<file path="config.mk">
export PLATFORM = sky130hd
export DESIGN_NAME = dual_stack_shared_memory
export DESIGN_NICKNAME = d
export VERILOG_FILES = /design/src/rtl/dss_pkg.sv /design/src/rtl/dss_ram.sv /design/src/rtl/dss_ctrl.sv /design/src/rtl/dual_stack_shared_memory.sv
export SDC_FILE = /design/constraint.sdc
export NUM_CORES = 1
export LEC_CHECK = 0
export BUFFER_PORTS_ARGS = -buffer_cell sky130_fd_sc_hd__buf_2
export CAP_MARGIN = 20
export CORE_MARGIN = 8
export CORE_UTILIZATION = 45
export CTS_CLUSTER_DIAMETER = 40
export CTS_CLUSTER_SIZE = 40
export DETAILED_ROUTE_END_ITERATION = 10
export PLACE_DENSITY = 0.62
export SYNTH_ARGS = -nofsm -noshare
export SYNTH_HDL_FRONTEND = slang
export SYNTH_SLANG_ARGS = --single-unit
</file>
<file path="constraint.sdc">
create_clock -name clk -period 6.8 [get_ports clk]
set_clock_uncertainty 0.05 [all_clocks]
set_input_delay 1.36 -clock clk [delete_from_list [all_inputs] [get_ports clk]]
set_output_delay 1.36 -clock clk [all_outputs]
set_load 0.01 [all_outputs]
</file>
<file path="src/rtl/dss_pkg.sv">
`default_nettype none
package dss_pkg;

  localparam int INITIAL_CAPACITY = 10;
  localparam int MAX_GROWS        = 3;
  localparam int MAX_CAPACITY     = 33;
  localparam int KEY_WIDTH        = 32;

  // capacity after reset, clamped to what the store holds
  localparam int RESET_CAPACITY =
    (INITIAL_CAPACITY > MAX_CAPACITY) ? MAX_CAPACITY : INITIAL_CAPACITY;

  localparam int ADDR_W = (MAX_CAPACITY > 1) ? $clog2(MAX_CAPACITY) : 1;
  localparam int CAP_W  = $clog2(MAX_CAPACITY + 1);
  localparam int GC_W   = (MAX_GROWS > 0) ? $clog2(MAX_GROWS + 1) : 1;

  localparam int REQ_W    = 3;
  localparam int STATUS_W = 3;

  typedef enum logic [REQ_W-1:0] {
    REQ_PUSH_ONE = 3'd0,
    REQ_PUSH_TWO = 3'd1,
    REQ_POP_ONE  = 3'd2,
    REQ_POP_TWO  = 3'd3,
    REQ_GROW     = 3'd4
  } req_t;

  typedef enum logic [STATUS_W-1:0] {
    ST_OK      = 3'd0,
    ST_FULL    = 3'd1,
    ST_EMPTY   = 3'd2,
    ST_NO_GROW = 3'd3,
    ST_LIMIT   = 3'd4
  } status_t;

  typedef struct packed {
    logic                 valid;
    status_t              status;
    logic [KEY_WIDTH-1:0] pop_value;
    logic [CAP_W-1:0]     capacity;
  } result_t;

endpackage
`default_nettype wire

</file>
<file path="src/rtl/dss_ram.sv">
`default_nettype none
module dss_ram #(
  parameter int DEPTH = 33,
  parameter int WIDTH = 32,
  parameter int AW    = 6
) (
  input  wire logic             clk,
  input  wire logic             we,
  input  wire logic [AW-1:0]    waddr,
  input  wire logic [WIDTH-1:0] wdata,
  input  wire logic [AW-1:0]    raddr,
  output logic      [WIDTH-1:0] rdata
);

  logic [WIDTH-1:0] mem [DEPTH];

  always_ff @(posedge clk) begin
    if (we) begin
      mem[waddr] <= wdata;
    end
  end

  always_ff @(posedge clk) begin
    rdata <= mem[raddr];
  end

endmodule
`default_nettype wire

</file>
<file path="src/rtl/dss_ctrl.sv">
`default_nettype none
module dss_ctrl (
  input  wire logic                          clk,
  input  wire logic                          rst_n,
  input  wire logic                          start,
  input  wire logic [dss_pkg::REQ_W-1:0]     req_type,
  input  wire logic [dss_pkg::KEY_WIDTH-1:0] push_value,
  output logic                               idle,
  output logic                               mem_we,
  output logic      [dss_pkg::ADDR_W-1:0]    mem_waddr,
  output logic      [dss_pkg::KEY_WIDTH-1:0] mem_wdata,
  output logic      [dss_pkg::ADDR_W-1:0]    mem_raddr,
  input  wire logic [dss_pkg::KEY_WIDTH-1:0] mem_rdata,
  output dss_pkg::result_t                   res
);

  localparam int CW = dss_pkg::CAP_W;
  localparam int AW = dss_pkg::ADDR_W;

  typedef enum logic [1:0] {
    S_IDLE,
    S_POP_WAIT,
    S_MOVE_RD,
    S_MOVE_WR
  } state_t;

  state_t                   state_r, state_nxt;
  logic [CW-1:0]            first_top_r, first_top_nxt;
  logic [CW-1:0]            second_top_r, second_top_nxt;
  logic [CW-1:0]            capacity_r, capacity_nxt;
  logic [dss_pkg::GC_W-1:0] grow_count_r, grow_count_nxt;
  logic [CW-1:0]            src_r, src_nxt;
  logic [CW-1:0]            inc_r, inc_nxt;

  logic [CW:0]   new_cap;
  logic [CW-1:0] dst;
  logic [CW-1:0] push_two_idx;
  logic [CW-1:0] pop_one_idx;

  assign new_cap      = {1'b0, capacity_r} + {2'b0, capacity_r[CW-1:1]};
  assign dst          = src_r + inc_r;
  assign push_two_idx = second_top_r - CW'(1);
  assign pop_one_idx  = first_top_r - CW'(1);
  assign idle         = (state_r == S_IDLE);

  always_comb begin
    state_nxt      = state_r;
    first_top_nxt  = first_top_r;
    second_top_nxt = second_top_r;
    capacity_nxt   = capacity_r;
    grow_count_nxt = grow_count_r;
    src_nxt        = src_r;
    inc_nxt        = inc_r;
    mem_we         = 1'b0;
    mem_waddr      = first_top_r[AW-1:0];
    mem_wdata      = push_value;
    mem_raddr      = src_r[AW-1:0];
    res            = '0;
    res.status     = dss_pkg::ST_OK;

    unique case (state_r)
      S_IDLE: begin
        if (start) begin
          unique case (dss_pkg::req_t'(req_type))
            dss_pkg::REQ_PUSH_ONE: begin
              res.valid = 1'b1;
              if (first_top_r >= second_top_r ||
                  first_top_r >= CW'(dss_pkg::MAX_CAPACITY)) begin
                res.status = dss_pkg::ST_FULL;
              end else begin
                mem_we        = 1'b1;
                mem_waddr     = first_top_r[AW-1:0];
                first_top_nxt = first_top_r + CW'(1);
              end
            end
            dss_pkg::REQ_PUSH_TWO: begin
              res.valid = 1'b1;
              if (second_top_r <= first_top_r || second_top_r == '0) begin
                res.status = dss_pkg::ST_FULL;
              end else begin
                mem_we         = 1'b1;
                mem_waddr      = push_two_idx[AW-1:0];
                second_top_nxt = push_two_idx;
              end
            end
            dss_pkg::REQ_POP_ONE: begin
              if (first_top_r == '0) begin
                res.valid  = 1'b1;
                res.status = dss_pkg::ST_EMPTY;
              end else begin
                mem_raddr     = pop_one_idx[AW-1:0];
                first_top_nxt = pop_one_idx;
                state_nxt     = S_POP_WAIT;
              end
            end
            dss_pkg::REQ_POP_TWO: begin
              if (second_top_r >= capacity_r) begin
                res.valid  = 1'b1;
                res.status = dss_pkg::ST_EMPTY;
              end else begin
                mem_raddr      = second_top_r[AW-1:0];
                second_top_nxt = second_top_r + CW'(1);
                state_nxt      = S_POP_WAIT;
              end
            end
            dss_pkg::REQ_GROW: begin
              if (first_top_r < second_top_r) begin
                res.valid  = 1'b1;
                res.status = dss_pkg::ST_NO_GROW;
              end else if (grow_count_r >= dss_pkg::GC_W'(dss_pkg::MAX_GROWS) ||
                           new_cap > (CW + 1)'(dss_pkg::MAX_CAPACITY)) begin
                res.valid  = 1'b1;
                res.status = dss_pkg::ST_LIMIT;
              end else begin
                inc_nxt = new_cap[CW-1:0] - capacity_r;
                if (second_top_r == capacity_r) begin
                  // stack two empty: nothing to relocate
                  res.valid      = 1'b1;
                  second_top_nxt = second_top_r + inc_nxt;
                  capacity_nxt   = new_cap[CW-1:0];
                  grow_count_nxt = grow_count_r + dss_pkg::GC_W'(1);
                end else begin
                  src_nxt   = capacity_r - CW'(1);
                  state_nxt = S_MOVE_RD;
                end
              end
            end
            default: begin
              res.valid = 1'b1;
            end
          endcase
        end
      end
      S_POP_WAIT: begin
        res.valid     = 1'b1;
        res.pop_value = mem_rdata;
        state_nxt     = S_IDLE;
      end
      S_MOVE_RD: begin
        mem_raddr = src_r[AW-1:0];
        state_nxt = S_MOVE_WR;
      end
      S_MOVE_WR: begin
        // write the entry just read, shifted up by the increase
        mem_we    = 1'b1;
        mem_waddr = dst[AW-1:0];
        mem_wdata = mem_rdata;
        if (src_r == second_top_r) begin
          res.valid      = 1'b1;
          second_top_nxt = second_top_r + inc_r;
          capacity_nxt   = capacity_r + inc_r;
          grow_count_nxt = grow_count_r + dss_pkg::GC_W'(1);
          state_nxt      = S_IDLE;
        end else begin
          src_nxt   = src_r - CW'(1);
          state_nxt = S_MOVE_RD;
        end
      end
      default: begin
        state_nxt = S_IDLE;
      end
    endcase

    res.capacity = capacity_nxt;
  end

  always_ff @(posedge clk) begin
    if (!rst_n) begin
      state_r      <= S_IDLE;
      first_top_r  <= '0;
      second_top_r <= CW'(dss_pkg::RESET_CAPACITY);
      capacity_r   <= CW'(dss_pkg::RESET_CAPACITY);
      grow_count_r <= '0;
    end else begin
      state_r      <= state_nxt;
      first_top_r  <= first_top_nxt;
      second_top_r <= second_top_nxt;
      capacity_r   <= capacity_nxt;
      grow_count_r <= grow_count_nxt;
    end
  end

  always_ff @(posedge clk) begin
    src_r <= src_nxt;
    inc_r <= inc_nxt;
  end

endmodule
`default_nettype wire

</file>
<file path="src/rtl/dual_stack_shared_memory.sv">
// Timing: push, reject and unknown words raise out_valid in the cycle after they are taken;
//   pops wait in S_POP_WAIT for the RAM read; grows read then write each stack-two entry.
// Throughput: one word in flight; the next word is taken as soon as the sequencer is idle
//   and the output register is empty or being drained, so 1 word/cycle for push streams.
// Reset (rst_n, synchronous, active low): both stacks empty, capacity back to its initial
//   value, grow count zero; store contents are left as they are.
`default_nettype none
module dual_stack_shared_memory (
  input  wire logic                             clk,
  input  wire logic                             rst_n,
  input  wire logic                             in_valid,
  output logic                                  in_ready,
  input  wire logic [dss_pkg::REQ_W-1:0]        in_req_type,
  input  wire logic signed [dss_pkg::KEY_WIDTH-1:0] in_push_value,
  output logic                                  out_valid,
  input  wire logic                             out_ready,
  output logic      [dss_pkg::STATUS_W-1:0]     out_status,
  output logic signed [dss_pkg::KEY_WIDTH-1:0]  out_pop_value,
  output logic      [dss_pkg::CAP_W-1:0]        out_capacity_now
);

  logic                             idle;
  logic                             start;
  logic                             mem_we;
  logic [dss_pkg::ADDR_W-1:0]       mem_waddr;
  logic [dss_pkg::KEY_WIDTH-1:0]    mem_wdata;
  logic [dss_pkg::ADDR_W-1:0]       mem_raddr;
  logic [dss_pkg::KEY_WIDTH-1:0]    mem_rdata;
  dss_pkg::result_t                 res;

  // output register
  logic                          out_valid_r;
  dss_pkg::status_t              out_status_r;
  logic [dss_pkg::KEY_WIDTH-1:0] out_pop_value_r;
  logic [dss_pkg::CAP_W-1:0]     out_capacity_r;

  // Take a new word only with the sequencer idle and the output slot free by the
  // time its result lands; only one word is ever in flight, so no result is lost.
  assign in_ready = idle && (!out_valid_r || out_ready);
  assign start    = in_valid && in_ready;

  dss_ctrl u_ctrl (
    .clk        (clk),
    .rst_n      (rst_n),
    .start      (start),
    .req_type   (in_req_type),
    .push_value (in_push_value),
    .idle       (idle),
    .mem_we     (mem_we),
    .mem_waddr  (mem_waddr),
    .mem_wdata  (mem_wdata),
    .mem_raddr  (mem_raddr),
    .mem_rdata  (mem_rdata),
    .res        (res)
  );

  // shared store: stack one from the bottom, stack two from the capacity down
  dss_ram #(
    .DEPTH (dss_pkg::MAX_CAPACITY),
    .WIDTH (dss_pkg::KEY_WIDTH),
    .AW    (dss_pkg::ADDR_W)
  ) u_ram (
    .clk   (clk),
    .we    (mem_we),
    .waddr (mem_waddr),
    .wdata (mem_wdata),
    .raddr (mem_raddr),
    .rdata (mem_rdata)
  );

  // Load a finished result; otherwise drop valid once the word is taken.
  always_ff @(posedge clk) begin
    if (!rst_n) begin
      out_valid_r <= 1'b0;
    end else if (res.valid) begin
      out_valid_r <= 1'b1;
    end else if (out_ready) begin
      out_valid_r <= 1'b0;
    end
  end

  // Payload needs no reset; hold it while the word waits.
  always_ff @(posedge clk) begin
    if (res.valid) begin
      out_status_r    <= res.status;
      out_pop_value_r <= res.pop_value;
      out_capacity_r  <= res.capacity;
    end
  end

  assign out_valid        = out_valid_r;
  assign out_status       = out_status_r;
  assign out_pop_value    = out_pop_value_r;
  assign out_capacity_now = out_capacity_r;

endmodule
`default_nettype wire
</file>
==> impl_metrics.py <==
metrics = {
    "global_route": {
        "grt_use_total_pct": 22.22,
        "grt-ovfl-total": 0,
        "grt_pass1_vias": 29080,
        "grt_pass1_wl_um": 196700,
        "grt_max_degree": 163,
        "antenna_found_initial": 1,
    },
    "floorplanning": {
        "core_region_area_um2": 106900,
        "rows": 120,
        "dieArea_um2": 118500,
        "die_x_um": 344.2,
        "die_h_um": 344.2,
        "initial_core_util_pct": 45.34,
        "io_pins": 82,
    },
    "clocking": {
        "cts_tree": "done",
        "numCtsBuffers": 139,
        "insertion_delay_ps": 750,
        "clock-root-buffer": "clkbuf_16",
        "h-tree-depth": 4,
        "clkSinkCount": 1164,
        "cts_resized": 0,
        "clk_path_buf_depth": 3,
        "postCtsHoldBufs": 0,
        "post_cts_buffers": 0,
        "clk_pin_slew_ps": 70,
    },
    "critical_path": {
        "start_kind": "flop",
        "crit_buf_inv": 2,
        "crit_arrival_ps": 5730,
        "slowest_stage": "nor2_4",
        "crit_path_end_kind": "flop",
        "crit_chain": "inv_1, ha_1, and2_1, nand2_1, nor3_1, and3_1, o21ai_1, a22o_1, nand3b_1, nor2_4, buf_4",
        "cp_max_fo": 24,
        "required_ps": 7180,
        "path_delay_family": "simple AND/OR/NAND/NOR gates",
        "cpPeakStageDelay_ps": 890,
        "worst-setup-path-type": "flop to flop",
    },
    "cells_and_area": {
        "final_common_cell": "edfxtp_1",
        "num-fill-cells": 8745,
        "nets": 3656,
        "final_cell_mix": "edfxtp_1 (1109), nand2_1 (572), nand3_1 (249)",
        "antenna_cells": 0,
        "drive_above_1_share_pct": 14.79,
        "area_growth_pct": 14.86,
        "layoutNonFillerInstCount": 5075,
    },
    "power": {
        "powerDensity_nw_per_um2": 336.1,
        "leakagePower_nw": 18.70,
        "peakVddDrop_uv": 260.9,
        "power_w": 0.01871,
        "clockPowerShare_pct": 41.1,
        "p_sw_share_pct": 28.18,
        "share_comb_of_total_power_pct": 14.5,
        "p_int_w": 0.01344,
        "p_sw_w": 0.005273,
        "power_frac_seq_pct": 44.4,
    },
    "sta": {
        "finalCritPeriodShare_pct": 78.71,
        "relSlewSlack_pct": 27.09,
        "fmax_mhz": 186.8,
        "worstMarginPinSlew_ps": 1087,
        "setup_violations": 0,
        "drv_slew": 0,
        "fin_ws_ps": 1448,
        "finalHoldViolations": 0,
        "rsz0062_at_grt": "false",
        "fin_crit_ps": 5352,
        "fin_setup_tns_ps": 0,
    },
    "placed_design": {
        "port-buffer-count": 81,
        "gp_congestion": 0.8680,
        "post-dp-hpwl_um": 81000,
        "dpl_worst_slack_ps": 1262,
        "dp.cells": 4818,
    },
    "route": {
        "routed_wl_um": 133800,
        "via_per_inst": 6.025,
        "routedWlPerCell_um": 26.36,
        "drc": 0,
        "drt_iter0_drc": 3632,
        "firstDrtPassIters": 5,
        "ant_nets": 0,
        "num_vias": 30580,
    },
    "run_status": {
        "status": "completed",
    },
    "synthesis": {
        "synth.cell_area_um2": 48470,
        "syn_avg_cell_area_um2": 13.89,
        "synth-seq-area-share_pct": 70.98,
        "syn_nets": 3589,
        "synth_flop_cell": "edfxtp_1",
        "synth_edf_count": 1109,
        "syn_inst": 3489,
        "synthArstFlopShare_pct": 0,
        "ys_ff_latch": 1164,
        "yosys_warnings": 0,
        "synth.distinct_cells": 80,
    },
    "worst_hold_path": {
        "worstHoldPathType": "flop to flop",
    },
    "flow_run": {
        "max_cap_violations": 0,
    },
}
-- state kept, by name, indices dropped and copies added, names as in the netlist, 6 cells and up --
name,flops
out_pop_value,32
u_ram.mem,1056
u_ctrl.capacity_r,6
u_ram.rdata,32
u_ctrl.inc_r,6
out_capacity_now,6
u_ctrl.first_top_r,6
u_ctrl.src_r,6
u_ctrl.second_top_r,6
-- cells by family (layout without fill, tap and decap cells) --
family,after synthesis,count (layout),share of synthesized area [%]
simple gates,1237,1237,12.29
flops,1164,1164,70.98
compound gates,563,563,8.756
buf+inv,278,461,2.501
mux,141,141,3.002
fa+ha+maj,61,61,1.652
xor+xnor,45,45,0.8132
-- worst register-to-register path, stage by stage (launching register included) --
cell	delay, ps
dfxtp_1	350
inv_1	110
ha_1	620
and2_1	270
nand2_1	310
nor3_1	580
and3_1	330
o21ai_1	180
a22o_1	300
nand3b_1	720
nor2_4	890
buf_4	330
-- synthesized netlist by cell type, drive strengths merged, types with 35 or more instances --
master,count,area (um^2)
nand4,71,444.2
a311oi,95,832.1
a211oi,108,810.8
mux2i,106,1061
buf,94,521.7
o211ai,36,270.3
dfxtp,55,1101
edfxtp,1109,33300
a21oi,51,259.0
clkbuf,146,548.0
nand3,249,1246
a32oi,35,306.5
and4,62,543.0
and2,44,275.3
ha,56,700.7
mux2,35,394.1
o21ai,128,640.6
and3,98,613.1
inv,38,142.6
nor2,86,332.8
nand2,574,2157
-- worst paths after layout --
check,from,to,slack (ps),cells past startpoint
max,u_ctrl.state_r[1],u_ram.mem[7][9],1450,11
min,u_ram.mem[32][10],u_ram.rdata[10],400,2
max reg2reg,u_ctrl.state_r[1],u_ram.mem[7][9],1450,11
min reg2reg,u_ram.mem[32][10],u_ram.rdata[10],400,2
-- area by class of cell --
type                    instances  area (um^2)  share of cell area, %
well taps                    1403         1755                  3.153
repair buffers                166         1206                  2.167
clock inverters               108         1276                  2.292
inverters                      38        142.6                 0.2562
clock buffers                 149         3597                  6.462
flip-flops and latches       1164        34400                  61.80
multi-input cells            2047        13290                  23.87
-- power groups by stage --
stage                     Combinational [W]  Sequential [W]  Clock, W
after CTS                           0.00270         0.00832   0.00780
after floorplan                     0.00163         0.00837         0
after global routing                0.00291         0.00833   0.00807
final                               0.00271         0.00831   0.00769
after detailed placement            0.00268         0.00847         0
after global placement              0.00266         0.00847         0
-- metrics by stage --
step	hold WS [ps]	util (%)	area, um^2
global placement	390.1	47.52	50800
detailed placement	395.4	47.52	50800
floorplan	385.3	-	48470
CTS	401.7	52.08	55670
finish	399.8	52.08	55670
global route	421.7	52.08	55670
-- metal layers --
| metal | wire [um] | part of all wire, % | vias to the layer above | track usage [%] |
|---|---|---|---|---|
| met5 | 11 | 0.0082 | - | 0 |
| met4 | 2961 | 2.2 | 2 | 5.715 |
| met3 | 11390 | 8.5 | 196 | 4.454 |
| met2 | 61000 | 46 | 1363 | 34.22 |
| met1 | 58440 | 44 | 15400 | 32.31 |
| li1 | - | - | 13620 | - |
Note: power is estimated with default switching activity, not from simulation.
